`src/sv/asp_pkg.sv`:
```
// Shared types and constants of the ADC-to-servo PWM mapper.
// Holds the micro-op codes, the control word layout and the sequencer program.
// No dependencies.
package asp_pkg;

   // fixed result field widths
   localparam int ANGLE_W = 8;
   localparam int DUTY_W  = 13;
   localparam int TICKS_W = 26;

   localparam logic [ANGLE_W-1:0] MAX_DEG     = 8'd180;
   localparam logic [ANGLE_W-1:0] ANGLE_RESET = 8'd90;
   localparam logic [8:0]         ALPHA_ONE   = 9'd256;

   // duty window is 5/200 .. 25/200 of the period
   localparam int unsigned DUTY_PERIOD_PARTS = 200;
   localparam int unsigned DUTY_MIN_PARTS    = 5;
   localparam int unsigned DUTY_MAX_PARTS    = 25;
   localparam int unsigned DUTY_LO_DIV       = DUTY_PERIOD_PARTS / DUTY_MIN_PARTS;
   localparam int unsigned DUTY_HI_DIV       = DUTY_PERIOD_PARTS / DUTY_MAX_PARTS;

   // shared serial divider: 32-bit dividend, 16-bit divisor, 2 quotient bits a cycle
   localparam int DIV_W     = 32;
   localparam int DIVISOR_W = 16;
   localparam int DIV_STEPS = DIV_W / 2;
   localparam int MUL_W     = 16;

   // register reset values that do not depend on the sample width
   localparam logic [8:0]  ALPHA_RESET = 9'd51;
   localparam logic [15:0] STEPS_RESET = 16'd1000;
   localparam logic [15:0] FREQ_RESET  = 16'd50;

   typedef enum logic [2:0] {
      REG_RAW_MIN   = 3'd0,
      REG_RAW_MAX   = 3'd1,
      REG_MID_POINT = 3'd2,
      REG_DEADZONE  = 3'd3,
      REG_ALPHA     = 3'd4,
      REG_STEPS     = 3'd5,
      REG_FREQ      = 3'd6
   } csr_reg_type;

   typedef enum logic [4:0] {
      OP_NOP,
      OP_ACCEPT,
      OP_CLAMP,
      OP_MUL_REMAP,
      OP_DIV_REMAP,
      OP_SET_SCALED,
      OP_SNAP,
      OP_MUL_FRESH,
      OP_DIV_FRESH,
      OP_SET_FRESH,
      OP_MUL_PREV,
      OP_MUL_NEW,
      OP_SET_ANGLE,
      OP_DIV_LO,
      OP_SET_LO,
      OP_MUL_DUTY,
      OP_DIV_DUTY,
      OP_SET_DUTY,
      OP_ZERO_TICKS,
      OP_DIV_T1,
      OP_DIV_T2,
      OP_SET_TICKS,
      OP_EMIT
   } op_type;

   typedef enum logic [2:0] {
      COND_NEXT,
      COND_ALWAYS,
      COND_NO_REQ,
      COND_CLAMPED,
      COND_DIV_BUSY,
      COND_NO_TICKS,
      COND_RSP_BLOCKED
   } cond_type;

   localparam int STEP_W      = 5;
   localparam int UCODE_DEPTH = 2 ** STEP_W;

   typedef logic [STEP_W-1:0] step_type;

   // jump targets
   localparam step_type STEP_IDLE       = 5'd0;
   localparam step_type STEP_WAIT_REMAP = 5'd4;
   localparam step_type STEP_SNAP       = 5'd6;
   localparam step_type STEP_WAIT_FRESH = 5'd9;
   localparam step_type STEP_WAIT_LO    = 5'd15;
   localparam step_type STEP_WAIT_DUTY  = 5'd19;
   localparam step_type STEP_WAIT_T1    = 5'd23;
   localparam step_type STEP_WAIT_T2    = 5'd25;
   localparam step_type STEP_EMIT       = 5'd27;

   typedef struct packed {
      op_type   op;
      cond_type cond;
      step_type target;
   } ucode_type;

   // jump to target when cond holds, else fall through to the next step
   localparam ucode_type UCODE_ROM [0:UCODE_DEPTH-1] = '{
      '{OP_ACCEPT,     COND_NO_REQ,      STEP_IDLE},
      '{OP_CLAMP,      COND_CLAMPED,     STEP_SNAP},
      '{OP_MUL_REMAP,  COND_NEXT,        STEP_IDLE},
      '{OP_DIV_REMAP,  COND_NEXT,        STEP_IDLE},
      '{OP_NOP,        COND_DIV_BUSY,    STEP_WAIT_REMAP},
      '{OP_SET_SCALED, COND_NEXT,        STEP_IDLE},
      '{OP_SNAP,       COND_NEXT,        STEP_IDLE},
      '{OP_MUL_FRESH,  COND_NEXT,        STEP_IDLE},
      '{OP_DIV_FRESH,  COND_NEXT,        STEP_IDLE},
      '{OP_NOP,        COND_DIV_BUSY,    STEP_WAIT_FRESH},
      '{OP_SET_FRESH,  COND_NEXT,        STEP_IDLE},
      '{OP_MUL_PREV,   COND_NEXT,        STEP_IDLE},
      '{OP_MUL_NEW,    COND_NEXT,        STEP_IDLE},
      '{OP_SET_ANGLE,  COND_NEXT,        STEP_IDLE},
      '{OP_DIV_LO,     COND_NEXT,        STEP_IDLE},
      '{OP_NOP,        COND_DIV_BUSY,    STEP_WAIT_LO},
      '{OP_SET_LO,     COND_NEXT,        STEP_IDLE},
      '{OP_MUL_DUTY,   COND_NEXT,        STEP_IDLE},
      '{OP_DIV_DUTY,   COND_NEXT,        STEP_IDLE},
      '{OP_NOP,        COND_DIV_BUSY,    STEP_WAIT_DUTY},
      '{OP_SET_DUTY,   COND_NEXT,        STEP_IDLE},
      '{OP_ZERO_TICKS, COND_NO_TICKS,    STEP_EMIT},
      '{OP_DIV_T1,     COND_NEXT,        STEP_IDLE},
      '{OP_NOP,        COND_DIV_BUSY,    STEP_WAIT_T1},
      '{OP_DIV_T2,     COND_NEXT,        STEP_IDLE},
      '{OP_NOP,        COND_DIV_BUSY,    STEP_WAIT_T2},
      '{OP_SET_TICKS,  COND_NEXT,        STEP_IDLE},
      '{OP_EMIT,       COND_RSP_BLOCKED, STEP_EMIT},
      '{OP_NOP,        COND_ALWAYS,      STEP_IDLE},
      '{OP_NOP,        COND_ALWAYS,      STEP_IDLE},
      '{OP_NOP,        COND_ALWAYS,      STEP_IDLE},
      '{OP_NOP,        COND_ALWAYS,      STEP_IDLE}
   };

endpackage

```
`src/sv/adc_to_servo_pwm_mapper_top.sv`:
```
// Joystick ADC to servo PWM mapper: microcoded sequencer over a shared
// multiplier and a shared 2-bit-per-cycle restoring divider.
// Depends on asp_pkg.
//
// Usage:
//  req_*  : one raw ADC sample per beat.
//  rsp_*  : one result per sample: remapped sample, filtered angle, PWM duty
//           count and half-period tick count.
//  csr_*  : register writes, index 0..6 (raw_min, raw_max, mid_point,
//           deadzone_half_width, alpha_q8, duty_steps, pwm_freq_hz); other
//           indexes are dropped. csr_ready is always high.
// Program: a sample runs the whole program from accept to result, and the next
//  sample is taken only after that result is emitted. Up to six shared-divider
//  passes plus the other program steps make up the run. Out-of-range samples
//  skip the remap division; zero duty_steps or pwm_freq_hz skips both tick
//  divisions.
// Stall: the result sits in an output register; the sequencer runs the next
//  sample meanwhile and only holds at its last step until that register frees.
// Reset: registers return to their reset values, the stored angle to 90
//  degrees, no result pending.
module adc_to_servo_pwm_mapper_top #(
   parameter int          SAMPLE_BITS = 12,
   parameter int unsigned CLOCK_HZ    = 100000000,
   localparam int IN_DATA_W  = ((SAMPLE_BITS + 7) / 8) * 8,
   localparam int OUT_DATA_W = ((SAMPLE_BITS + asp_pkg::ANGLE_W + asp_pkg::DUTY_W
                                 + asp_pkg::TICKS_W + 7) / 8) * 8
) (
   input  logic                  clock,
   input  logic                  reset,
   input  logic                  req_tvalid,
   output logic                  req_tready,
   input  logic [IN_DATA_W-1:0]  req_tdata,   // raw_sample
   output logic                  rsp_tvalid,
   input  logic                  rsp_tready,
   output logic [OUT_DATA_W-1:0] rsp_tdata,   // scaled_sample, servo_angle,
                                              // duty_count, half_period_ticks
   input  logic                  csr_valid,
   output logic                  csr_ready,
   input  logic [2:0]            csr_index,
   input  logic [15:0]           csr_data
);

   localparam int SW = SAMPLE_BITS;
   localparam logic [SW-1:0] FULL_SCALE = '1;
   localparam int DIV_CNT_W = $clog2(asp_pkg::DIV_STEPS + 1);

   // configuration
   logic [SW-1:0] raw_min_ff, raw_max_ff, mid_ff, dz_ff;
   logic [8:0]    alpha_ff;
   logic [15:0]   steps_ff, freq_ff;

   // sequencer
   asp_pkg::step_type  step_ff, step_in;
   asp_pkg::ucode_type uc;
   logic               cond_true;

   // datapath
   logic [SW-1:0]                raw_ff, scaled_ff, dead_ff;
   logic [asp_pkg::ANGLE_W-1:0]  fresh_ff, angle_ff;
   logic [asp_pkg::DUTY_W-1:0]   lo_ff, duty_ff;
   logic [asp_pkg::TICKS_W-1:0]  ticks_ff;
   logic [16:0]                  acc_ff;
   logic [2*asp_pkg::MUL_W-1:0]  prod_ff;
   logic [asp_pkg::MUL_W-1:0]    mul_a, mul_b;
   logic                         mul_en;

   // divider
   logic [asp_pkg::DIV_W-1:0]     quo_ff, div_dividend;
   logic [asp_pkg::DIVISOR_W-1:0] rem_ff, div_divisor, dsr_ff;
   logic [DIV_CNT_W-1:0]          div_cnt_ff;
   logic                          div_busy_ff, div_start;
   logic [asp_pkg::DIVISOR_W:0]   r1, r1s, r2, r2s;
   logic                          q1, q0;

   // output register
   logic                  rsp_valid_ff;
   logic [OUT_DATA_W-1:0] rsp_data_ff;

   // derived values
   logic [SW-1:0]               den;
   logic                        out_of_range, in_band;
   logic [8:0]                  a_eff, a_rest;
   logic [16:0]                 ang_sum;
   logic [asp_pkg::ANGLE_W-1:0] ang_new;
   logic [asp_pkg::DUTY_W-1:0]  duty_hi;
   logic [asp_pkg::DIV_W-2:0]   tick_full;
   logic                        rsp_blocked;

   assign csr_ready  = 1'b1;
   assign uc         = asp_pkg::UCODE_ROM[step_ff];
   assign req_tready = (uc.op == asp_pkg::OP_ACCEPT);
   assign rsp_tvalid = rsp_valid_ff;
   assign rsp_tdata  = rsp_data_ff;

   assign den          = raw_max_ff - raw_min_ff;
   assign out_of_range = (raw_max_ff <= raw_min_ff) || (raw_ff <= raw_min_ff)
                         || (raw_ff >= raw_max_ff);
   // signed band test mid-dz < v < mid+dz, rearranged so nothing goes negative
   assign in_band = ({1'b0, scaled_ff} + {1'b0, dz_ff} > {1'b0, mid_ff})
                    && ({1'b0, scaled_ff} < {1'b0, mid_ff} + {1'b0, dz_ff});
   assign a_eff   = (alpha_ff > asp_pkg::ALPHA_ONE) ? asp_pkg::ALPHA_ONE : alpha_ff;
   assign a_rest  = asp_pkg::ALPHA_ONE - a_eff;
   assign ang_sum = acc_ff + prod_ff[16:0];
   assign ang_new = (ang_sum[16:8] > 9'(asp_pkg::MAX_DEG)) ? asp_pkg::MAX_DEG
                                                          : ang_sum[15:8];
   assign duty_hi   = asp_pkg::DUTY_W'(steps_ff / asp_pkg::DUTY_HI_DIV);
   assign tick_full = quo_ff[asp_pkg::DIV_W-1:1];
   assign rsp_blocked = rsp_valid_ff && !rsp_tready;

   // configuration writes
   always_ff @(posedge clock) begin
      if (reset) begin
         raw_min_ff <= SW'(7);
         raw_max_ff <= SW'(900);
         mid_ff     <= SW'(450);
         dz_ff      <= SW'(20);
         alpha_ff   <= asp_pkg::ALPHA_RESET;
         steps_ff   <= asp_pkg::STEPS_RESET;
         freq_ff    <= asp_pkg::FREQ_RESET;
      end else if (csr_valid) begin
         case (csr_index)
            asp_pkg::REG_RAW_MIN:   raw_min_ff <= csr_data[SW-1:0];
            asp_pkg::REG_RAW_MAX:   raw_max_ff <= csr_data[SW-1:0];
            asp_pkg::REG_MID_POINT: mid_ff     <= csr_data[SW-1:0];
            asp_pkg::REG_DEADZONE:  dz_ff      <= csr_data[SW-1:0];
            asp_pkg::REG_ALPHA:     alpha_ff   <= csr_data[8:0];
            asp_pkg::REG_STEPS:     steps_ff   <= csr_data;
            asp_pkg::REG_FREQ:      freq_ff    <= csr_data;
            default: ;
         endcase
      end
   end

   // step counter
   always_comb begin
      unique case (uc.cond)
         asp_pkg::COND_NEXT:        cond_true = 1'b0;
         asp_pkg::COND_ALWAYS:      cond_true = 1'b1;
         asp_pkg::COND_NO_REQ:      cond_true = !req_tvalid;
         asp_pkg::COND_CLAMPED:     cond_true = out_of_range;
         asp_pkg::COND_DIV_BUSY:    cond_true = div_busy_ff;
         asp_pkg::COND_NO_TICKS:    cond_true = (steps_ff == '0) || (freq_ff == '0);
         asp_pkg::COND_RSP_BLOCKED: cond_true = rsp_blocked;
         default:                   cond_true = 1'b1;
      endcase
      step_in = cond_true ? uc.target : step_ff + 1'b1;
   end

   always_ff @(posedge clock) begin
      if (reset) begin
         step_ff <= asp_pkg::STEP_IDLE;
      end else begin
         step_ff <= step_in;
      end
   end

   // operand selection for the shared multiplier and divider
   always_comb begin
      mul_en       = 1'b0;
      mul_a        = '0;
      mul_b        = '0;
      div_start    = 1'b0;
      div_dividend = prod_ff;
      div_divisor  = freq_ff;
      unique case (uc.op)
         asp_pkg::OP_MUL_REMAP: begin
            mul_en = 1'b1;
            mul_a  = asp_pkg::MUL_W'(raw_ff - raw_min_ff);
            mul_b  = asp_pkg::MUL_W'(FULL_SCALE);
         end
         asp_pkg::OP_MUL_FRESH: begin
            mul_en = 1'b1;
            mul_a  = asp_pkg::MUL_W'(dead_ff);
            mul_b  = asp_pkg::MUL_W'(asp_pkg::MAX_DEG);
         end
         asp_pkg::OP_MUL_PREV: begin
            mul_en = 1'b1;
            mul_a  = asp_pkg::MUL_W'(angle_ff);
            mul_b  = asp_pkg::MUL_W'(a_rest);
         end
         asp_pkg::OP_MUL_NEW: begin
            mul_en = 1'b1;
            mul_a  = asp_pkg::MUL_W'(fresh_ff);
            mul_b  = asp_pkg::MUL_W'(a_eff);
         end
         asp_pkg::OP_MUL_DUTY: begin
            mul_en = 1'b1;
            mul_a  = asp_pkg::MUL_W'(duty_hi - lo_ff);
            mul_b  = asp_pkg::MUL_W'(angle_ff);
         end
         asp_pkg::OP_DIV_REMAP: begin
            div_start   = 1'b1;
            div_divisor = asp_pkg::DIVISOR_W'(den);
         end
         asp_pkg::OP_DIV_FRESH: begin
            div_start   = 1'b1;
            div_divisor = asp_pkg::DIVISOR_W'(FULL_SCALE);
         end
         asp_pkg::OP_DIV_LO: begin
            div_start    = 1'b1;
            div_dividend = asp_pkg::DIV_W'(steps_ff);
            div_divisor  = asp_pkg::DIVISOR_W'(asp_pkg::DUTY_LO_DIV);
         end
         asp_pkg::OP_DIV_DUTY: begin
            div_start   = 1'b1;
            div_divisor = asp_pkg::DIVISOR_W'(asp_pkg::MAX_DEG);
         end
         asp_pkg::OP_DIV_T1: begin
            div_start    = 1'b1;
            div_dividend = asp_pkg::DIV_W'(CLOCK_HZ);
            div_divisor  = freq_ff;
         end
         asp_pkg::OP_DIV_T2: begin
            div_start    = 1'b1;
            div_dividend = quo_ff;
            div_divisor  = steps_ff;
         end
         default: ;
      endcase
   end

   always_ff @(posedge clock) begin
      if (mul_en) begin
         prod_ff <= mul_a * mul_b;
      end
   end

   // divider: two restoring steps per cycle
   always_comb begin
      r1  = {rem_ff, quo_ff[asp_pkg::DIV_W-1]};
      q1  = (r1 >= {1'b0, dsr_ff});
      r1s = q1 ? r1 - {1'b0, dsr_ff} : r1;
      r2  = {r1s[asp_pkg::DIVISOR_W-1:0], quo_ff[asp_pkg::DIV_W-2]};
      q0  = (r2 >= {1'b0, dsr_ff});
      r2s = q0 ? r2 - {1'b0, dsr_ff} : r2;
   end

   always_ff @(posedge clock) begin
      if (reset) begin
         div_busy_ff <= 1'b0;
         div_cnt_ff  <= '0;
      end else if (div_start) begin
         div_busy_ff <= 1'b1;
         div_cnt_ff  <= DIV_CNT_W'(asp_pkg::DIV_STEPS);
      end else if (div_busy_ff) begin
         div_busy_ff <= (div_cnt_ff != DIV_CNT_W'(1));
         div_cnt_ff  <= div_cnt_ff - 1'b1;
      end
   end

   always_ff @(posedge clock) begin
      if (div_start) begin
         rem_ff <= '0;
         quo_ff <= div_dividend;
         dsr_ff <= div_divisor;
      end else if (div_busy_ff) begin
         rem_ff <= r2s[asp_pkg::DIVISOR_W-1:0];
         quo_ff <= {quo_ff[asp_pkg::DIV_W-3:0], q1, q0};
      end
   end

   // filtered angle is state and resets; the rest is scratch
   always_ff @(posedge clock) begin
      if (reset) begin
         angle_ff <= asp_pkg::ANGLE_RESET;
      end else if (uc.op == asp_pkg::OP_SET_ANGLE) begin
         angle_ff <= ang_new;
      end
   end

   always_ff @(posedge clock) begin
      unique case (uc.op)
         asp_pkg::OP_ACCEPT:     raw_ff    <= req_tdata[SW-1:0];
         asp_pkg::OP_CLAMP:      scaled_ff <= ((raw_max_ff <= raw_min_ff)
                                               || (raw_ff <= raw_min_ff)) ? '0 : FULL_SCALE;
         asp_pkg::OP_SET_SCALED: scaled_ff <= quo_ff[SW-1:0];
         asp_pkg::OP_SNAP:       dead_ff   <= in_band ? mid_ff : scaled_ff;
         asp_pkg::OP_SET_FRESH:  fresh_ff  <= quo_ff[asp_pkg::ANGLE_W-1:0];
         asp_pkg::OP_MUL_NEW:    acc_ff    <= prod_ff[16:0];
         asp_pkg::OP_SET_LO:     lo_ff     <= quo_ff[asp_pkg::DUTY_W-1:0];
         asp_pkg::OP_SET_DUTY:   duty_ff   <= lo_ff + quo_ff[asp_pkg::DUTY_W-1:0];
         asp_pkg::OP_ZERO_TICKS: ticks_ff  <= '0;
         asp_pkg::OP_SET_TICKS:  ticks_ff  <= (|tick_full[asp_pkg::DIV_W-2:asp_pkg::TICKS_W])
                                              ? '1 : tick_full[asp_pkg::TICKS_W-1:0];
         default: ;
      endcase
   end

   // output register
   always_ff @(posedge clock) begin
      if (reset) begin
         rsp_valid_ff <= 1'b0;
      end else if (uc.op == asp_pkg::OP_EMIT && !rsp_blocked) begin
         rsp_valid_ff <= 1'b1;
      end else if (rsp_tready) begin
         rsp_valid_ff <= 1'b0;
      end
   end

   always_ff @(posedge clock) begin
      if (uc.op == asp_pkg::OP_EMIT && !rsp_blocked) begin
         rsp_data_ff <= OUT_DATA_W'({ticks_ff, duty_ff, angle_ff, scaled_ff});
      end
   end

endmodule

```
`config.mk`:
```
export PLATFORM = sky130hd
export DESIGN_NAME = adc_to_servo_pwm_mapper_top
export DESIGN_NICKNAME = d
export VERILOG_FILES = /design/src/sv/asp_pkg.sv /design/src/sv/adc_to_servo_pwm_mapper_top.sv
export SDC_FILE = /design/constraint.sdc
export NUM_CORES = 1
export LEC_CHECK = 0
export BUFFER_PORTS_ARGS = -buffer_cell sky130_fd_sc_hd__buf_2
export CAP_MARGIN = 5
export CORE_ASPECT_RATIO = 0.7
export CORE_MARGIN = 2
export CORE_UTILIZATION = 40
export DETAILED_ROUTE_END_ITERATION = 8
export PLACE_DENSITY = 0.55
export SYNTH_ARGS = -nofsm -noshare
export SYNTH_HDL_FRONTEND = slang
export SYNTH_SLANG_ARGS = --single-unit
```
`constraint.sdc`:
```
create_clock -name clock -period 10.89 [get_ports clock]
set_input_delay 1.089 -clock clock [delete_from_list [all_inputs] [get_ports clock]]
set_output_delay 1.089 -clock clock [all_outputs]
set_load 0.005 [all_outputs]
```
# Yosys cells after proc, flatten, opt, wreduce, memory -nomap -nowiden
# Memory sizes are Yosys's and may differ from the RTL's.
# Cells that the tools add are included.
[op_classes]
addsub = 12
multipliers = 1
n_div = 0
order_cmp = 10
eq_ne = 35
n_shift = 0
muxes = 27
bitwise = 1
n_reduce_logical = 29
[ops]
columns = ["operator", "count"]
rows = [
  ["one-hot mux 16 bit (5 select lines)", 2],
  ["one-hot mux 32 bit (3 select lines)", 1],
  ["two-way mux 32 bit", 2],
  ["one-hot mux 12 bit (5 select lines)", 1],
  ["one-hot mux 26 bit (2 select lines)", 1],
  ["== test 5 x 4 -> 1 bit, second input constant", 8],
  ["== test 5 bit, second input constant", 7],
  ["greater-or-equal comparator 17 x 16 -> 1 bit", 2],
  ["zero test 16 bit", 2],
  ["multiplier 16 x 16 -> 32 bit", 1],
  ["two-way mux 16 bit", 2],
  ["subtractor 16 bit", 2],
  ["adder 12 x 12 -> 13 bit", 2],
  ["two-way mux 13 bit", 2],
  ["two-way mux 26 bit", 1],
  ["less-or-equal comparator 12 bit", 2],
  ["two-way mux 12 bit", 2],
  ["one-hot mux 12 bit (2 select lines)", 1],
  ["== test 5 x 3 -> 1 bit, second input constant", 4],
  ["== test 3 bit, second input constant", 6],
  ["adder 17 bit", 1],
  ["AND reduction 2 bit", 8],
  ["two-way mux 5 bit", 3],
  ["subtractor 13 x 13 -> 14 bit", 1],
  ["other kinds (31)", 51],
]
[word_totals]
reg_bits = 377
latch_bits = 0
mem_bits_rw = 0
rom_bits = 416
out_inout_bits = 67
word_cells = 142
memories = 1
[mem_list]
columns = ["name", "depth", "width", "rd", "rd_clocked_by_memory_dff", "write_ports", "line_no", "rtl"]
rows = [
  ["(no name shown)", 32, 13, 1, 0, 0, "adc_to_servo_pwm_mapper_top.sv:90", "assign uc = asp_pkg::UCODE_ROM[step_ff];"],
]

# Logic depth before layout (Yosys ltp)
[logic_depth]
word_depth = 9
ltp_mapped = 34

# Worst setup path before layout
# OpenSTA, ideal clock, no wires.
[synth_path]
path_type = "flip-flop to flip-flop"
startpoint = "reg step_ff[1]"
endpoint = "reg prod_ff[26] (netlist bit) (data pin)"
setup_time_ns = 0.136
t_arrival_ns = 7.726
setup_slack_ns = 3.028
stages_incl_launch_ff = 30
n_path_buf = 3
synth_period_minus_slack_ns = 7.862
cell_sequence = "dfxtp_1 inv_1 ha_1 and2_1 nor2_1 o32a_1 buf_4 nor4_2 buf_2 a21oi_1 o21ai_0 clkbuf_1 nand2_1 fa_1 inv_1 fa_1 fa_1 fa_1 inv_1 fa_1 inv_1 ha_1 a21o_1 a21o_1 a221oi_1 o21ai_1 a41oi_1 o21ai_0 or4_1 nand3_1"
[synth_between]
elab_chain_cells = 7
[synth_lines]
columns = ["item", "line_no", "rtl"]
rows = [
  ["start, declared", "adc_to_servo_pwm_mapper_top.sv:53", "asp_pkg::step_type step_ff, step_in;"],
  ["start signal, assigned", "adc_to_servo_pwm_mapper_top.sv:151", "step_ff <= asp_pkg::STEP_IDLE;"],
  ["start signal, assigned", "adc_to_servo_pwm_mapper_top.sv:153", "step_ff <= step_in;"],
  ["inverter 5 -> 6 bit (implied by the code) (*)", "adc_to_servo_pwm_mapper_top.sv:90", ""],
  ["memory (32 x 13 bit) (*)", "-", ""],
  ["two-way mux 13 bit (implied by the code) (*) (2 in series)", "adc_to_servo_pwm_mapper_top.sv:90", ""],
  ["== test 5 x 4 -> 1 bit (tied with other cells)", "adc_to_servo_pwm_mapper_top.sv:165", "unique case (uc.op)"],
  ["one-hot mux 16 bit (5 select lines) / one-hot mux 12 bit (5 select lines) (equally long branches)", "adc_to_servo_pwm_mapper_top.sv:165", ""],
  ["multiplier 16 x 16 -> 32 bit (*)", "adc_to_servo_pwm_mapper_top.sv:224", "prod_ff <= mul_a * mul_b;"],
  ["end signal, assigned", "adc_to_servo_pwm_mapper_top.sv:224", ""],
  ["end, declared", "adc_to_servo_pwm_mapper_top.sv:63", "logic [2*asp_pkg::MUL_W-1:0] prod_ff;"],
]
# Mark *: on every way between the ends. The rest lies on a longest branch, timed or not. The select of a mux whose other input is x is not followed.
# A chain may end at the register's enable or synchronous reset.

# Worst setup path in the final report
# Ends and elaborated chain as after synthesis.

==> results by stage <==
Clock network:
- The total of hold buffers inserted after clock tree synthesis is 0.
- TritonCTS built the clock tree.
- The TritonCTS buffer count is 43.
- The clock root buffer is clkbuf_16.
- The number of setup buffers added after CTS is 0.
- In this run the deepest clock path goes through 3 buffers.
- The clock input transition at the sequential cells of the worst setup and hold paths is 0.06 ns.
- The clock sink count is 374.
- At the later pin of the worst-skew pair, clock insertion delay measures 0.61 ns.
- In this run, post-CTS repair resized a total of 0 instances.
- The number of H-tree levels is 2.

Yosys:
- In this run, distinct cell masters in the synthesized netlist total 91.
- The most used standard cell by instance count after synthesis is nand2_1.
- Counting flops and latches in the post-synthesis netlist gives 374.
- Of all cell types, the one taking the most synthesized area is edfxtp_1.
- For this run, the register share of the synthesized area comes to 0.375.
- In the synthesized netlist, the number of instances is 2,734.
- The share of synthesized area in the top cell type comes to 0.281.
- The most used flip-flop cell after synthesis is edfxtp_1.
- Ranked by total cell area, the synthesized netlist is headed by edfxtp_1 (28%), ha_1 (11%), fa_1 (11%), dfxtp_1 (9.4%), nand2_1 (5.0%).
- The mapped netlist covers 26,600 sq um.
- The synthesized design contains 249 enable-type register cells.
- By count the netlist is led by nand2_1 (356), inv_1 (280), edfxtp_1 (249), ha_1 (230), nor2_1 (197).
- The synthesized area per cell is 9.75 sq um.
- The total number of yosys warnings is 0.
- The post-synthesis async set-or-reset flop share is 0.

Pwr:
- The fraction of power spent switching nets is 0.479.
- The internal power of the cells totals 4.85 mW.
- Of the total power, registers draw 0.225.
- VDD sags by at most 223 uV.
- The static leakage is 12.6 nW.
- The clock network fraction of total power is 0.165.
- The power density over cell area is 315 nW/um^2.
- The part of the power in combinational logic is 0.610.
- In this run the power spent charging and discharging nets is 4.46 mW.

Worst setup path:
- The largest individual stage delay along the critical path comes from the cell o32ai_2.
- Of all nets on the critical path, the largest fanout is 12.
- In this run the worst setup path terminates at prod_ff[26].
- The minimum setup slack among reg-to-reg paths is 1.02 ns.
- The class of the most critical setup path is reg2reg.
- The required time reported for the critical path endpoint is 11.34 ns.
- The worst endpoint data arrival time is 10.32 ns.
- STA classifies the critical path startpoint as a flip-flop.
- The total buffers and inverters traversed by the critical path is 4.
- The kind of cell adding the most delay to the critical path is compound AO/OA/AOI/OAI gates.
- In this run the number of cells on the critical path is 27.
- The endpoint of the lowest-slack register-to-register path is prod_ff[26].
- The endpoint kind of the worst setup timing path is a flip-flop.
- The startpoint identified for the worst register-to-register timing path is step_ff[1].
- The delay of the slowest cell on the worst path is 0.79 ns.
- By instance count, the cell type seen most on the critical path is fa_1.
- The origin of the worst setup path is step_ff[1].
- The count of cells along the worst register-to-register path is 27.

STA:
- Across the routed clock network, the largest skew measured is 0.0410 ns.
- The final number of hold-violating endpoints was 0.
- The post-route fraction of the period consumed by the critical path is 0.906.
- The normalized max-slew margin is 0.126.
- After layout, the minimum clock period comes to 9.87 ns.
- Setup repair after global routing left no endpoint under its margin.
- Adding up every negative setup slack in the final design gives 0 ns.
- Setup violations remaining at the end of the flow were counted as 0.
- The transition time at the pin with the least slew margin is 1.31 ns.
- The upper clock frequency limit is 101 MHz.
- The max-slew violation count came to 0.

Flow run:
- The tool flagged a number of max-cap violations equal to 0.

Finish:
- Of the cells placed in the final design, the portion with a size suffix greater than 1 is 0.0899.
- The layout net count is 3,237.
- For this run, the share of the core covered by cells in the final layout is 0.448.
- The repair_antennas step left the layout with diodes totalling 0.
- The layout overhead on the synthesized area is 11.1%.

Die:
- The die is 312 microns wide.
- The die outline height is 220 microns.
- The region available for standard cell placement spans 66,100 sq um.
- The total die area is 68,700 sq um.
- 107 I/O pins were placed.
- The floorplan has 79 rows.
- The initial utilization of the core area, before any placement, comes to 0.403.

Placed design:
- The number of input and output port buffers inserted is 96.
- At the end of routability-driven placement, the weighted congestion stood at 0.923.
- The HPWL after detailed placement is 63.9 mm.

Global route:
- The initial antenna violation count came to 5.
- The global routing usage summed across all routing layers is 0.240.
- The via count of the first global-routing pass is 20,160.
- The largest net degree at the start of global routing is 62.
- The first global-routing pass estimated 125 mm of wire.
- The overall overflow remaining after global route is 0.

Routing:
- For this run, design rule violations remaining after detail routing come to 0.
- The first detailed-routing pass ran for 6 iterations.
- Once detail routing completed, the nets flagged for antenna violations numbered 0.
- Dividing the detail-routed via count by the number of cells gives 5.56.
- The total detailed-routing wirelength is 82.2 mm.
- The number of DRC violations after detailed-routing iteration 0 is 1,973.
- After detailed routing, the average wire length per cell comes to 21.9 microns.
- The count of vias placed by the detailed router is 20,836.

Min path:
- The type of the tightest min-delay check is reg2reg.

Outcome:
- The flow ran to the end, and the final reports show no timing, DRC or antenna violations.
==> area by class of cell <==
type                    count  area [sq um]
clock buffers              53          1160
clock inverters            26           334
fillers                  6290         36500
inverters                 283          1060
multi-input cells        1994         15200
flip-flops and latches    374          9980
well taps                 891          1110
repair buffers            129           731
==> cell families (layout without fill, tap and decap cells) <==
group | Yosys count | after routing | synth area share
buffers and inverters | 370 | 491 | 0.0552
other | 2 | 6 | 0.000282
xor gates and xnor gates | 110 | 110 | 0.0362
adders and majority gates | 372 | 372 | 0.215
muxes | 48 | 48 | 0.0195
DFF | 374 | 374 | 0.375
AOI/OAI and AO/OA | 591 | 591 | 0.148
and+or+nand+nor | 867 | 867 | 0.152
==> worst min path at each step <==
stage | from | endpoint | slack [ns] | depth (start not counted)
global placement | ticks_ff[15] | rsp_tdata[48] | 0.40 | 0
detailed placement | duty_ff[1] | rsp_tdata[21] | 0.41 | 0
floorplan | duty_ff[0] | rsp_tdata[20] | 0.40 | 0
CTS | duty_ff[1] | rsp_tdata[21] | 0.42 | 0
global route | ticks_ff[13] | rsp_tdata[46] | 0.42 | 0
finish | duty_ff[8] | rsp_tdata[28] | 0.42 | 0
==> through the flow <==
step	cells	hold slack [ns]	setup slack, ns	total power, mW	area [sq um]
floorplan	2738	0.400	3.03	5.97	26700
finish	3750	0.420	1.02	9.32	29600
detailed placement	3671	0.405	1.17	7.73	28100
CTS	3750	0.421	1.13	9.34	29600
global route	3750	0.422	0.435	10.2	29600
global placement	3671	0.404	1.43	7.64	28100
==> power groups by stage <==
stage,clock network [mW],registers (mW),logic [mW]
after floorplan,0,2.00,3.97
after global placement,0,2.12,5.52
after detailed placement,0,2.12,5.60
after CTS,1.57,2.09,5.67
after global routing,1.63,2.11,6.41
final,1.54,2.10,5.68
==> sequential cells by signal, indices dropped and copies added (netlist names), 13 cells and up <==
signal / flops
rsp_tdata: 59
quo_ff: 32
prod_ff: 29
ticks_ff: 26
acc_ff: 17
dsr_ff: 16
freq_ff: 16
rem_ff: 16
steps_ff: 16
duty_ff: 13
lo_ff: 13
==> cell usage in the layout, fill, tap and decap left out, drive strengths merged, types with 22 or more instances in the layout <==
master,instances
a211oi,27
a21o,41
a21oi,176
a221oi,22
and2,27
buf,129
clkbuf,53
dfxtp,125
edfxtp,249
fa,142
ha,230
inv,288
mux2i,29
nand2,357
nand2b,30
nand3,35
nor2,198
nor2b,47
nor3,50
o21a,58
o21ai,119
or3,23
xnor2,69
xor2,41
==> per-layer routing <==
| metal | GRT usage | vias up | part of all wire |
|---|---|---|---|
| met3 | 0.0513 | 109 | 0.088 |
| li1 | - | 9750 | - |
| met1 | 0.371 | 10231 | 0.49 |
| met5 | 0 | - | 0.00012 |
| met4 | 0.0556 | 2 | 0.020 |
| met2 | 0.338 | 744 | 0.40 |
No activity file was read; power rests on OpenSTA's default activity.
